$ cat src/rtl/pig_pkg.sv
`timescale 1ns / 1ps

package pig_pkg;

  // Default configuration
  localparam int unsigned PIG_GAMMA_INDEX_BITS   = 12;
  localparam int unsigned PIG_LUMA_FRACTION_BITS = 16;

  // Pixel channel width
  localparam int unsigned PIX_W  = 8;
  localparam int unsigned TDATA_W = 3 * PIX_W;

  // Mode register codes
  typedef enum logic {
    MODE_INVERT = 1'b0,
    MODE_GRAY   = 1'b1
  } pig_mode_e;

  // Linear segment: out = floor(Y * 16473 / (5 * 2^F)), the /5 done as *205 >> 10
  localparam int unsigned LIN_MUL      = 16473;
  localparam int unsigned LIN_MUL_W    = 15;
  localparam int unsigned DIV5_MUL     = 205;
  localparam int unsigned DIV5_SHIFT   = 10;
  localparam int unsigned LIN_X_W      = 10;

  // Threshold table: widest gamma index is 2^16, needing 17 bits
  localparam int unsigned THR_W = 17;
  typedef logic [255:0][THR_W-1:0] pig_thr_t;

  // (o*1000 + 14025) / 269025 is the normalised sRGB level
  localparam longint unsigned GAM_RATIO_DEN = 269025;
  localparam longint unsigned MANT_MIN      = 64'd1 << 31;

  // Normalised number: mantissa in [2^31, 2^32) times 2^e
  typedef struct packed {
    logic        [31:0] m;
    logic signed [31:0] e;
  } pig_xnum_t;

  function automatic pig_xnum_t pig_xmul(input pig_xnum_t a, input pig_xnum_t b);
    logic [63:0] p;
    pig_xnum_t   r;
    p = 64'(a.m) * 64'(b.m);
    if (p[63]) begin
      r.m = p[63:32];
      r.e = $signed(a.e) + $signed(b.e) + 32'sd32;
    end else begin
      r.m = p[62:31];
      r.e = $signed(a.e) + $signed(b.e) + 32'sd31;
    end
    return r;
  endfunction

  function automatic pig_xnum_t pig_xpow(input pig_xnum_t a, input int unsigned k);
    pig_xnum_t r;
    r = a;
    for (int unsigned i = 1; i < k; i++) begin
      r = pig_xmul(r, a);
    end
    return r;
  endfunction

  function automatic logic pig_xge(input pig_xnum_t a, input pig_xnum_t b);
    logic ge;
    if ($signed(a.e) != $signed(b.e)) begin
      ge = ($signed(a.e) > $signed(b.e));
    end else begin
      ge = (a.m >= b.m);
    end
    return ge;
  endfunction

  // Level o as a normalised ratio over the fixed denominator
  function automatic pig_xnum_t pig_level_ratio(input int unsigned o);
    longint unsigned n;
    int unsigned     k;
    pig_xnum_t       r;
    n = longint'(o) * 1000 + 14025;
    k = 0;
    while (((n << k) / GAM_RATIO_DEN) < MANT_MIN) begin
      k++;
    end
    r.m = 32'((n << k) / GAM_RATIO_DEN);
    r.e = -$signed(32'(k));
    return r;
  endfunction

  // idx / 2^g as a normalised ratio
  function automatic pig_xnum_t pig_index_ratio(input longint unsigned idx,
                                                input int unsigned g);
    int unsigned k;
    pig_xnum_t   r;
    k = 0;
    while (((idx << k) >> g) < MANT_MIN) begin
      k++;
    end
    r.m = 32'((idx << k) >> g);
    r.e = -$signed(32'(k));
    return r;
  endfunction

  // Smallest gamma index that reaches each level 1..255; entry 0 unused
  function automatic pig_thr_t pig_gamma_thresholds(input int unsigned g);
    pig_thr_t        thr;
    pig_xnum_t       tp;
    longint unsigned lo;
    longint unsigned hi;
    longint unsigned mid;
    thr    = '0;
    for (int unsigned o = 1; o < 256; o++) begin
      tp = pig_xpow(pig_level_ratio(o), 12);
      lo = 1;
      hi = longint'(1) << g;
      while (lo < hi) begin
        mid = (lo + hi) >> 1;
        if (pig_xge(pig_xpow(pig_index_ratio(mid, g), 5), tp)) begin
          hi = mid;
        end else begin
          lo = mid + 1;
        end
      end
      thr[o] = THR_W'(lo);
    end
    return thr;
  endfunction

endpackage

$ cat src/rtl/pig_luma.sv
`timescale 1ns / 1ps

module pig_luma
  import pig_pkg::*;
#(
  parameter int unsigned LUMA_FRACTION_BITS = PIG_LUMA_FRACTION_BITS
) (
  input  logic                          clk_i,
  input  logic                          en_i,
  input  logic [PIX_W-1:0]              blue_i,
  input  logic [PIX_W-1:0]              green_i,
  input  logic [PIX_W-1:0]              red_i,
  output logic [LUMA_FRACTION_BITS:0]   luma_o
);

  localparam int unsigned F   = LUMA_FRACTION_BITS;
  localparam int unsigned S_W = F + 8;
  localparam int unsigned Y_W = F + 1;
  localparam int unsigned P_W = S_W + F + 1;

  localparam longint unsigned ONE    = longint'(1) << F;
  localparam longint unsigned W_RED  = (2126 * ONE + 5000) / 10000;
  localparam longint unsigned W_BLUE = (722 * ONE + 5000) / 10000;
  localparam longint unsigned W_GRN  = ONE - W_RED - W_BLUE;
  // floor(2^S_W / 255); at most one short of the true quotient
  localparam longint unsigned RECIP  = (longint'(1) << S_W) / 255;

  logic [S_W-1:0] sum_d,  sum_q;
  logic [P_W-1:0] prod_d, prod_q;
  logic [S_W-1:0] sum2_q;
  logic [Y_W-1:0] quot;
  logic [S_W-1:0] rem;
  logic [Y_W-1:0] luma_d, luma_q;

  // weighted sum, Q0.F times 255
  assign sum_d = S_W'(W_RED) * S_W'(red_i) + S_W'(W_GRN) * S_W'(green_i)
               + S_W'(W_BLUE) * S_W'(blue_i);

  assign prod_d = P_W'(sum_q) * P_W'(RECIP);

  // one-step correction of the reciprocal estimate
  assign quot   = Y_W'(prod_q >> S_W);
  assign rem    = sum2_q - ((S_W'(quot) << 8) - S_W'(quot));
  assign luma_d = quot + Y_W'(rem >= S_W'(255));

  always_ff @(posedge clk_i) begin
    if (en_i) begin
      sum_q  <= sum_d;
      prod_q <= prod_d;
      sum2_q <= sum_q;
      luma_q <= luma_d;
    end
  end

  assign luma_o = luma_q;

endmodule

$ cat src/rtl/pig_encode.sv
`timescale 1ns / 1ps

module pig_encode
  import pig_pkg::*;
#(
  parameter int unsigned GAMMA_INDEX_BITS   = PIG_GAMMA_INDEX_BITS,
  parameter int unsigned LUMA_FRACTION_BITS = PIG_LUMA_FRACTION_BITS
) (
  input  logic                        clk_i,
  input  logic                        en_i,
  input  logic [LUMA_FRACTION_BITS:0] luma_i,
  output logic [PIX_W-1:0]            gray_o
);

  localparam int unsigned F   = LUMA_FRACTION_BITS;
  localparam int unsigned G   = GAMMA_INDEX_BITS;
  localparam int unsigned Y_W = F + 1;
  localparam int unsigned N_W = Y_W + LIN_MUL_W;
  localparam int unsigned X_W = LIN_X_W + PIX_W;

  // largest Y still on the linear segment: Y * 10^7 <= 31308 * 2^F
  localparam longint unsigned LIN_MAX = (31308 * (longint'(1) << F)) / 10000000;
  localparam pig_thr_t        THR     = pig_gamma_thresholds(G);

  logic [N_W-1:0]     lin_prod;
  logic [F+G:0]       luma_sh;
  logic [LIN_X_W-1:0] lin_x_d, lin_x_q;
  logic               lin_d,   lin_q;
  logic [G:0]         idx_d,   idx_q;
  logic [X_W-1:0]     lin_div;
  logic [PIX_W-1:0]   lin_lvl;
  logic [PIX_W-1:0]   pow_lvl;

  assign lin_prod = N_W'(luma_i) * N_W'(LIN_MUL);
  assign lin_x_d  = LIN_X_W'(lin_prod >> F);
  assign lin_d    = (luma_i <= Y_W'(LIN_MAX));
  assign luma_sh  = {luma_i, {G{1'b0}}} >> F;
  assign idx_d    = luma_sh[G:0];

  always_ff @(posedge clk_i) begin
    if (en_i) begin
      lin_x_q <= lin_x_d;
      lin_q   <= lin_d;
      idx_q   <= idx_d;
    end
  end

  // divide by five
  assign lin_div = X_W'(lin_x_q) * X_W'(DIV5_MUL);
  assign lin_lvl = PIX_W'(lin_div >> DIV5_SHIFT);

  // thresholds rise with level: binary search for the highest level reached
  always_comb begin
    logic [PIX_W-1:0] pos;
    logic [PIX_W-1:0] cand;
    pos = '0;
    for (int b = PIX_W - 1; b >= 0; b--) begin
      cand = pos | (PIX_W'(1) << b);
      if (THR[cand] <= THR_W'(idx_q)) begin
        pos = cand;
      end
    end
    pow_lvl = pos;
  end

  assign gray_o = lin_q ? lin_lvl : pow_lvl;

endmodule

$ cat src/rtl/pixel_invert_or_srgb_gray_unit.sv
`timescale 1ns / 1ps
// An accepted request passes the input, luma, encode and output registers before m_axis.
// Throughput: one pixel per clock; all six register stages move together on one enable,
//   held only while the output register is full and m_axis_tready is low.
// Reset (rst_ni, async, active low): pipeline emptied, mode back to invert.
// Config: cfg_ready_o is always high; mode is sampled with each pixel on entry.

module pixel_invert_or_srgb_gray_unit
  import pig_pkg::*;
#(
  parameter int unsigned GAMMA_INDEX_BITS   = PIG_GAMMA_INDEX_BITS,  // 8..16
  parameter int unsigned LUMA_FRACTION_BITS = PIG_LUMA_FRACTION_BITS // 10..20
) (
  input  logic               clk_i,
  input  logic               rst_ni,
  // pixel in
  input  logic               s_axis_tvalid,
  output logic               s_axis_tready,
  input  logic [TDATA_W-1:0] s_axis_tdata,   // blue_in [7:0], green_in [15:8], red_in [23:16]
  // pixel out
  output logic               m_axis_tvalid,
  input  logic               m_axis_tready,
  output logic [TDATA_W-1:0] m_axis_tdata,   // blue_out [7:0], green_out [15:8], red_out [23:16]
  // mode register write
  input  logic               cfg_valid_i,
  output logic               cfg_ready_o,
  input  logic               cfg_data_i      // mode
);

  // stage 0 input, 1..3 luma, 4 encode, 5 output
  localparam int unsigned NSTG  = 6;
  localparam int unsigned SIDE_N = 4;

  typedef struct packed {
    pig_mode_e          mode;
    logic [TDATA_W-1:0] pix;
  } side_t;

  pig_mode_e          mode_q;
  logic [NSTG-1:0]    vld_q;
  logic               adv;
  side_t              in_q;
  side_t              side_q [SIDE_N];
  logic [PIX_W-1:0]   blue, green, red;
  logic [LUMA_FRACTION_BITS:0] luma;
  logic [PIX_W-1:0]   gray;
  logic [TDATA_W-1:0] out_d, out_q;

  // whole pipeline advances unless a finished result is held back
  assign adv           = !vld_q[NSTG-1] || m_axis_tready;
  assign s_axis_tready = adv;
  assign cfg_ready_o   = 1'b1;

  always_ff @(posedge clk_i or negedge rst_ni) begin
    if (!rst_ni) begin
      mode_q <= MODE_INVERT;
    end else if (cfg_valid_i) begin
      mode_q <= pig_mode_e'(cfg_data_i);
    end
  end

  always_ff @(posedge clk_i or negedge rst_ni) begin
    if (!rst_ni) begin
      vld_q <= '0;
    end else if (adv) begin
      vld_q <= {vld_q[NSTG-2:0], s_axis_tvalid};
    end
  end

  // payload: no reset needed
  always_ff @(posedge clk_i) begin
    if (adv) begin
      in_q.mode <= mode_q;
      in_q.pix  <= s_axis_tdata;
      side_q[0] <= in_q;
      for (int i = 1; i < SIDE_N; i++) begin
        side_q[i] <= side_q[i-1];
      end
      out_q <= out_d;
    end
  end

  assign blue  = in_q.pix[PIX_W-1:0];
  assign green = in_q.pix[2*PIX_W-1:PIX_W];
  assign red   = in_q.pix[3*PIX_W-1:2*PIX_W];

  pig_luma #(
    .LUMA_FRACTION_BITS (LUMA_FRACTION_BITS)
  ) u_luma (
    .clk_i   (clk_i),
    .en_i    (adv),
    .blue_i  (blue),
    .green_i (green),
    .red_i   (red),
    .luma_o  (luma)
  );

  pig_encode #(
    .GAMMA_INDEX_BITS   (GAMMA_INDEX_BITS),
    .LUMA_FRACTION_BITS (LUMA_FRACTION_BITS)
  ) u_encode (
    .clk_i  (clk_i),
    .en_i   (adv),
    .luma_i (luma),
    .gray_o (gray)
  );

  // side stage SIDE_N-1 lines up with the encode register
  always_comb begin
    case (side_q[SIDE_N-1].mode)
      MODE_GRAY: out_d = {gray, gray, gray};
      default:   out_d = ~side_q[SIDE_N-1].pix;
    endcase
  end

  assign m_axis_tvalid = vld_q[NSTG-1];
  assign m_axis_tdata  = out_q;

endmodule

$ cat config.mk
export PLATFORM = sky130hd
export DESIGN_NAME = pixel_invert_or_srgb_gray_unit
export DESIGN_NICKNAME = d
export VERILOG_FILES = /design/src/rtl/pig_pkg.sv /design/src/rtl/pig_luma.sv /design/src/rtl/pig_encode.sv /design/src/rtl/pixel_invert_or_srgb_gray_unit.sv
export SDC_FILE = /design/constraint.sdc
export NUM_CORES = 1
export LEC_CHECK = 0
export ABC_AREA = 1
export BUFFER_PORTS_ARGS = -buffer_cell sky130_fd_sc_hd__buf_2
export CORE_ASPECT_RATIO = 0.8
export CORE_MARGIN = 4
export CORE_UTILIZATION = 57
export CTS_BUF_LIST = sky130_fd_sc_hd__clkbuf_16
export DETAILED_ROUTE_END_ITERATION = 8
export GPL_TIMING_DRIVEN = 0
export PLACE_DENSITY = 0.76
export SLEW_MARGIN = 20
export SYNTH_ARGS = -nofsm -noshare
export SYNTH_HDL_FRONTEND = slang
export SYNTH_SLANG_ARGS = --single-unit
$ cat constraint.sdc
create_clock -name clk_i -period 38.7 [get_ports clk_i]
set_input_delay 7.74 -clock clk_i [delete_from_list [all_inputs] [get_ports clk_i]]
set_output_delay 7.74 -clock clk_i [all_outputs]
set_load 0.01 [all_outputs]
Word level (Yosys, flattened, before mapping):

Memories as Yosys holds them, arrays and structs flattened.
Index checks and enable logic that the tools add are counted.

* register bits: 186
* latch bits: 0
* RAM bits: 100
* ROM bits: 15232
* bits of input ports: 30
* output and inout bits: 27
* word-level logic and storage cells: 70
* memories: 8

* add/sub/neg operators: 5
* multipliers: 6
* divide/modulo/power cells: 0
* magnitude comparators: 17
* equal/unequal tests: 0
* shift operators: 0
* mux-type cells: 19
* bitwise gates (word level): 1
* reductions and logical operators: 2

Memory list
* (no name shown): words 128, bits a word 17, rd ports 1, clocked after Yosys merged registers in 0, wr ports 0, RTL line pig_encode.sv:59 `if (THR[cand] <= THR_W'(idx_q)) begin`
* (no name shown): words 128, bits a word 17, rd ports 1, clocked after Yosys merged registers in 0, wr ports 0, RTL line pig_encode.sv:59
* (no name shown): words 128, bits a word 17, rd ports 1, clocked after Yosys merged registers in 0, wr ports 0, RTL line pig_encode.sv:59
* (no name shown): words 128, bits a word 17, rd ports 1, clocked after Yosys merged registers in 0, wr ports 0, RTL line pig_encode.sv:59
* (no name shown): words 128, bits a word 17, rd ports 1, clocked after Yosys merged registers in 0, wr ports 0, RTL line pig_encode.sv:59
* (no name shown): words 128, bits a word 17, rd ports 1, clocked after Yosys merged registers in 0, wr ports 0, RTL line pig_encode.sv:59
* 2 more memories

Operators with widths (number)
* <= comparator 17 x 13 -> 1 bit: 7
* two-way mux 17 bit: 7
* less-than comparator 8 x 9 -> 1 bit, second input constant: 7
* multiplier 24 x 17 -> 41 bit, second input constant: 1
* multiplier 17 x 15 -> 26 bit, second input constant: 1
* adder 22 x 24 -> 24 bit: 1
* adder 24 x 21 -> 24 bit: 1
* >= comparator 24 x 8 -> 1 bit, second input constant: 1
* multiplier 16 x 8 -> 24 bit, first input constant: 1
* two-way mux 24 bit: 1
* inverter 24 bit: 1
* subtractor 24 x 17 -> 24 bit: 1
* subtractor 24 bit: 1
* multiplier 14 x 8 -> 22 bit, first input constant: 1
* multiplier 11 x 8 -> 19 bit, first input constant: 1
* multiplier 10 x 8 -> 18 bit, second input constant: 1
* adder 17 x 1 -> 17 bit: 1
* <= comparator 17 x 8 -> 1 bit, second input constant: 1
* two-way mux 8 bit: 2
* <= comparator 10 x 13 -> 1 bit, first input constant: 1
* two-way mux 7 bit: 1
* two-way mux 6 bit: 1
* two-way mux 5 bit: 1
* two-way mux 4 bit: 1
* 5 further kinds: 7

Logic depth before layout (Yosys ltp):

* word-level depth: 32
* mapped depth: 121
* depth with buffers taken out: 113

By module:

Synthesis repeated with hierarchy kept, for this count alone.

* cell total of the unflattened synthesis: 3382
* area, all modules: 29615.9 um^2

Modules (own cells, without submodules)
* pig_luma: instances 1, cells an instance 1575, area an instance 13807.0 um^2, seq. area each 2462.4 um^2
* pig_encode: instances 1, cells an instance 1592, area an instance 10887.9 um^2, seq. area each 720.7 um^2
* pixel_invert_or_srgb_gray_unit: instances 1, cells an instance 215, area an instance 4921.0 um^2, seq. area each 4649.5 um^2

Least setup slack after synthesis:

No wires, ideal clock.

* path kind: input -> output
* start point: in m_axis_tready
* end point: out s_axis_tready
* data arrival time: 14.989 ns
* data required time: 30.960 ns
* setup slack: 15.971 ns
* stages on the path: 3
* buffers on the path: 1
* path through: inv_1 nand2_1 clkbuf_1

* cells in the longest elaborated chain, start to end: 1

RTL lines
* from (decl): RTL line pixel_invert_or_srgb_gray_unit.sv:22 `input logic m_axis_tready,`
* logical OR 1 bit: RTL line pixel_invert_or_srgb_gray_unit.sv:50 `assign adv = !vld_q[NSTG-1] || m_axis_tready;`
* to (decl): RTL line pixel_invert_or_srgb_gray_unit.sv:18 `output logic s_axis_tready,`

No other way between the ends.

Worst setup path after layout:

* start point: reg u_encode.idx_q[0]
* end point: reg out_q[16] (netlist: m_axis_tdata[16]), data pin

* cells in the longest elaborated chain, start to end: 32

RTL lines
* from (decl): RTL line pig_encode.sv:29 `logic [G:0] idx_d, idx_q;`
* from (signal assigned): RTL line pig_encode.sv:44 `idx_q <= idx_d;`
* <= comparator 10 x 13 -> 1 bit: RTL line pig_encode.sv:59
* two-way mux 8 bit: RTL line pig_encode.sv:59
* memory (128 x 17 bit)
* two-way mux 17 bit (not written as such): RTL line pig_encode.sv:59
* <= comparator 17 x 13 -> 1 bit: RTL line pig_encode.sv:59
* two-way mux 7 bit: RTL line pig_encode.sv:59
* memory (128 x 17 bit)
* two-way mux 17 bit (not written as such): RTL line pig_encode.sv:59
* [... 17 more ...]
* two-way mux 2 bit: RTL line pig_encode.sv:59
* memory (128 x 17 bit)
* two-way mux 17 bit (not written as such): RTL line pig_encode.sv:59
* <= comparator 17 x 13 -> 1 bit (*): RTL line pig_encode.sv:59
* two-way mux 1 bit (*): RTL line pig_encode.sv:59
* two-way mux 8 bit (*): RTL line pig_encode.sv:66 `assign gray_o = lin_q ? lin_lvl : pow_lvl;`
* two-way mux 24 bit (*): RTL line pixel_invert_or_srgb_gray_unit.sv:110 `case (side_q[SIDE_N-1].mode)`
* named net out_d[16]: RTL line pixel_invert_or_srgb_gray_unit.sv:47 `logic [TDATA_W-1:0] out_d, out_q;`
* to (signal assigned): RTL line pixel_invert_or_srgb_gray_unit.sv:79 `out_q <= out_d;`
* to (decl): RTL line pixel_invert_or_srgb_gray_unit.sv:47

The timed path passes the listed nets; every way through them passes the cells marked *. The select of a mux whose other input is x is not followed.
A chain may end at the register's enable or synchronous reset.

==> metrics.md <==
| Metric | Value |
|---|---|
| Max Cap Violations | `0` |
| IO buf count | `55` |
| Final Slew Violations | `0` |
| Cell Area, Synth | `28900 um2` |
| Sink Count | `roughly 260` |
| # rows | `73` |
| Hold Crit Class | `reg2reg` |
| First-pass GRT wire length | `around 120000 um` |
| Die ar. | `between 50000 and 60000 um2` |
| Global Route Usage Sum | `27.7%` |
| Placer Congestion | `between 1 and 1.5` |
| Vias post-DR | `roughly 23000` |
| Compound-cell area share of the yosys netlist | `8.74%` |
| Critical path endpoint category | `flip-flop` |
| Most frequent cells in the layout | `649 x inv_1, 559 x nand2_1, 537 x ha_1, 255 x edfxtp_1, 202 x fa_1` |
| Relative slew margins | `roughly 29%` |
| Commonest non-fill, non-tap cell in the layout | `inv_1` |
| TritonCTS buffer count | `28` |
| Pre-Repair DR Iteration Count | `7` |
| WP data arrival | `18.39 ns` |
| Die Y | `between 200 and 250 um` |
| I/O pins | `57` |
| Critical path fanouts, max | `16` |
| Reg area | `just under 8000 um2` |
| Multiplexer share of the synthesized area | `less than 1%` |
| Hold Path Stages | `0` |
| Required @ worst endpoint | `38.99 ns` |
| Final count of hold timing violations | `0` |
| Post-layout instance area | `about 31000 um2` |
| Smallest hold slack | `around 0.41 ns` |
| Synth unique cells | `about 60` |
| Slew @ Worst Pin | `~1.1 ns` |
| Seq cells post-synth | `262` |
| Critical path class | `reg2reg` |
| RSZ-0062 raised after global routing | `false` |
| Wirelength per Cell | `18.9 um` |
| Crit-path max cell delay | `between 0.7 and 0.8 ns` |
| Area taken by multi-input logic gates | `18300 um2` |
| H-tree depth | `1` |
| Post-detail-place hpwl | `between 60000 and 70000 um` |
| Reg-to-reg startpoint | `u_encode.idx_q[0]$_DFFE_PP_` |
| Most used DFF post-synth | `edfxtp_1` |
| Flop2flop setup slack | `approximately 21 ns` |
| Hold_buf cts | `0` |
| Tcrit/Tclk final | `~47%` |
| Period minus WS final | `roughly 18 ns` |
| Reg clk slew, reported paths | `roughly 0.070 ns` |
| Die Wd | `roughly 260 um` |
| Starting Density | `a little under 60%` |
| # Post-CTS Setup Buffers | `0` |
| Antenna diodes | `0` |
| Synth Area in Simple Gates | `14.4%` |
| Total negative slack | `0 ns` |
| Number of flops mapped to enable cells by yosys | `255` |
| WL final | `about 76000 um` |
| Number of global-route vias before repair | `21900` |
| PostCTS Resize Cnt | `0` |
| CORE AREA | `49900 um2` |
| Mean Syn Cell Area | `about 8.9 um2` |
| Worst setup margin | `~21 ns` |
| Nets@finish | `a little over 4000` |
| Syn-to-layout area delta | `7.36%` |
| Cell Area, Placed | `30100 um2` |
| Max Freq | `55.3 MHz` |
| Hold Path Sink | `side_q[2][21]$_DFFE_PP_` |
| Post-synth ARST share | `2.67%` |
| Routed vias/inst | `roughly 5.6` |
| Routed Antenna Nets | `0` |
| Crit path launch type | `flip-flop` |
| Place WS | `between 20 and 25 ns` |
| Synth Area in Adders | `37.3%` |
| Share of post-route cells with drive strength above 1 | `under 10%` |
| Largest net degree at the start of global routing | `57` |
| Main combinational cell family by area after synthesis | `adder cells` |
| Worst-Skew Late Latency | `0.57 ns` |
| Crit path buffers/inverters | `17` |
| Clk_skew | `0.00990 ns` |
| Final setup vio count | `0` |
| Synth Instances | `roughly 3200` |
| Post-Synth XOR/XNOR Area | `2.85%` |
| DRT iter0 DRCs | `around 2100` |
| Mapped Nets | `4002` |
| Most common cell on crit path | `nand2_1` |
| Cell family with most CP delay | `simple AND/OR/NAND/NOR gates` |
| Critical path's slowest cell | `clkbuf_1` |
| Initial antenna violation count | `1` |
| Root buf cell | `clkbuf_16` |
| CTS tree | `built` |
| Fillers | `between 4000 and 5000` |
| Worst hold start | `side_q[1][21]$_DFFE_PP_` |
| Seq/Total Area, Yosys | `a little over a quarter` |
| Cells on worst reg2reg path | `roughly 100` |
| DRC violations left | `0` |
| Status | `finished clean` |
| Gr ovfl total | `0` |
| Reg2reg end | `m_axis_tdata[16]$_DFFE_PP_` |
| Clock buffer depth | `3` |
| Yosys warnings | `0` |
==> flip-flops by register name (all words and copies together) (netlist names) <==
name and cells:
vld_q 6, u_encode.idx_q 13, mode_q 1, blue 8, u_encode.lin_x_q 10, side_q 100
u_luma.prod_q 17, green 8, m_axis_tdata 24, u_encode.lin_q 1, u_luma.luma_o 17, u_luma.sum_q 24
u_luma.sum2_q 24, in_q 9
==> kinds of logic (layout without fill, tap and decap cells) <==
| kind of cell | Yosys count | after routing |
|---|---|---|
| simple gates | 974 | 974 |
| fa+ha+maj | 739 | 739 |
| buf+inv | 707 | 818 |
| compound gates | 455 | 455 |
| flops | 262 | 262 |
| xor+xnor | 94 | 94 |
| other cells | 1 | 1 |
| mux | 1 | 1 |
==> cell usage after synthesis (18+ instances only) <==
cell / number / share of area [%]
a21oi_1: 199 / 3.4
buf_2: 19 / 0.33
edfxtp_1: 255 / 27
fa_1: 202 / 14
ha_1: 537 / 23
inv_1: 642 / 8.3
nand2_1: 559 / 7.3
nand3_1: 134 / 2.3
nand4_1: 34 / 0.74
nor2_1: 164 / 2.1
nor3_1: 33 / 0.57
o211ai_1: 18 / 0.47
o21ai_0: 143 / 2.5
o21ai_1: 18 / 0.31
xnor2_1: 24 / 0.73
xor2_1: 70 / 2.1
==> metrics by stage <==
stage | util, % | std cells
global route | 62.1 | 4019
detailed placement | 60.4 | 3968
CTS | 62.1 | 4019
global placement | 60.1 | 3963
finish | 62.1 | 4019
floorplan | - | 3233
==> worst max-delay path by stage <==
stage	from	end	slack, ns	depth (start not counted)
after floorplan	m_axis_tready	s_axis_tready	15.97	3
after global placement	m_axis_tready	s_axis_tready	12.37	5
after detailed placement	u_encode.idx_q[0]$_DFFE_PP_	m_axis_tdata[16]$_DFFE_PP_	21.27	102
after CTS	u_encode.idx_q[0]$_DFFE_PP_	m_axis_tdata[16]$_DFFE_PP_	21.13	103
after global routing	u_encode.idx_q[0]$_DFFE_PP_	m_axis_tdata[8]$_DFFE_PP_	19.51	102
final	u_encode.idx_q[0]$_DFFE_PP_	m_axis_tdata[16]$_DFFE_PP_	20.60	102
==> per-layer routing <==
| metal | GRT usage, % | part of all wire, % | up-vias |
|---|---|---|---|
| li1 | - | - | 10800 |
| met1 | 39.8 | 44 | 10600 |
| met2 | 43.8 | 44 | 969 |
| met3 | 4.72 | 8.8 | 195 |
| met4 | 7.85 | 3.3 | 2 |
| met5 | 0 | 0.017 | - |
==> cell type report <==
class	count	area share, %
multi-input combinational	2264	59.0
sequential	262	25.3
inverter	661	8.03
tap	675	2.72
clock buffer	28	2.26
timing repair buffer	60	1.31
buffer	46	0.864
clock inverter	23	0.549
Power is not shown: default switching activity piles up to over one toggle a cycle in this logic, so the estimate is an artifact.
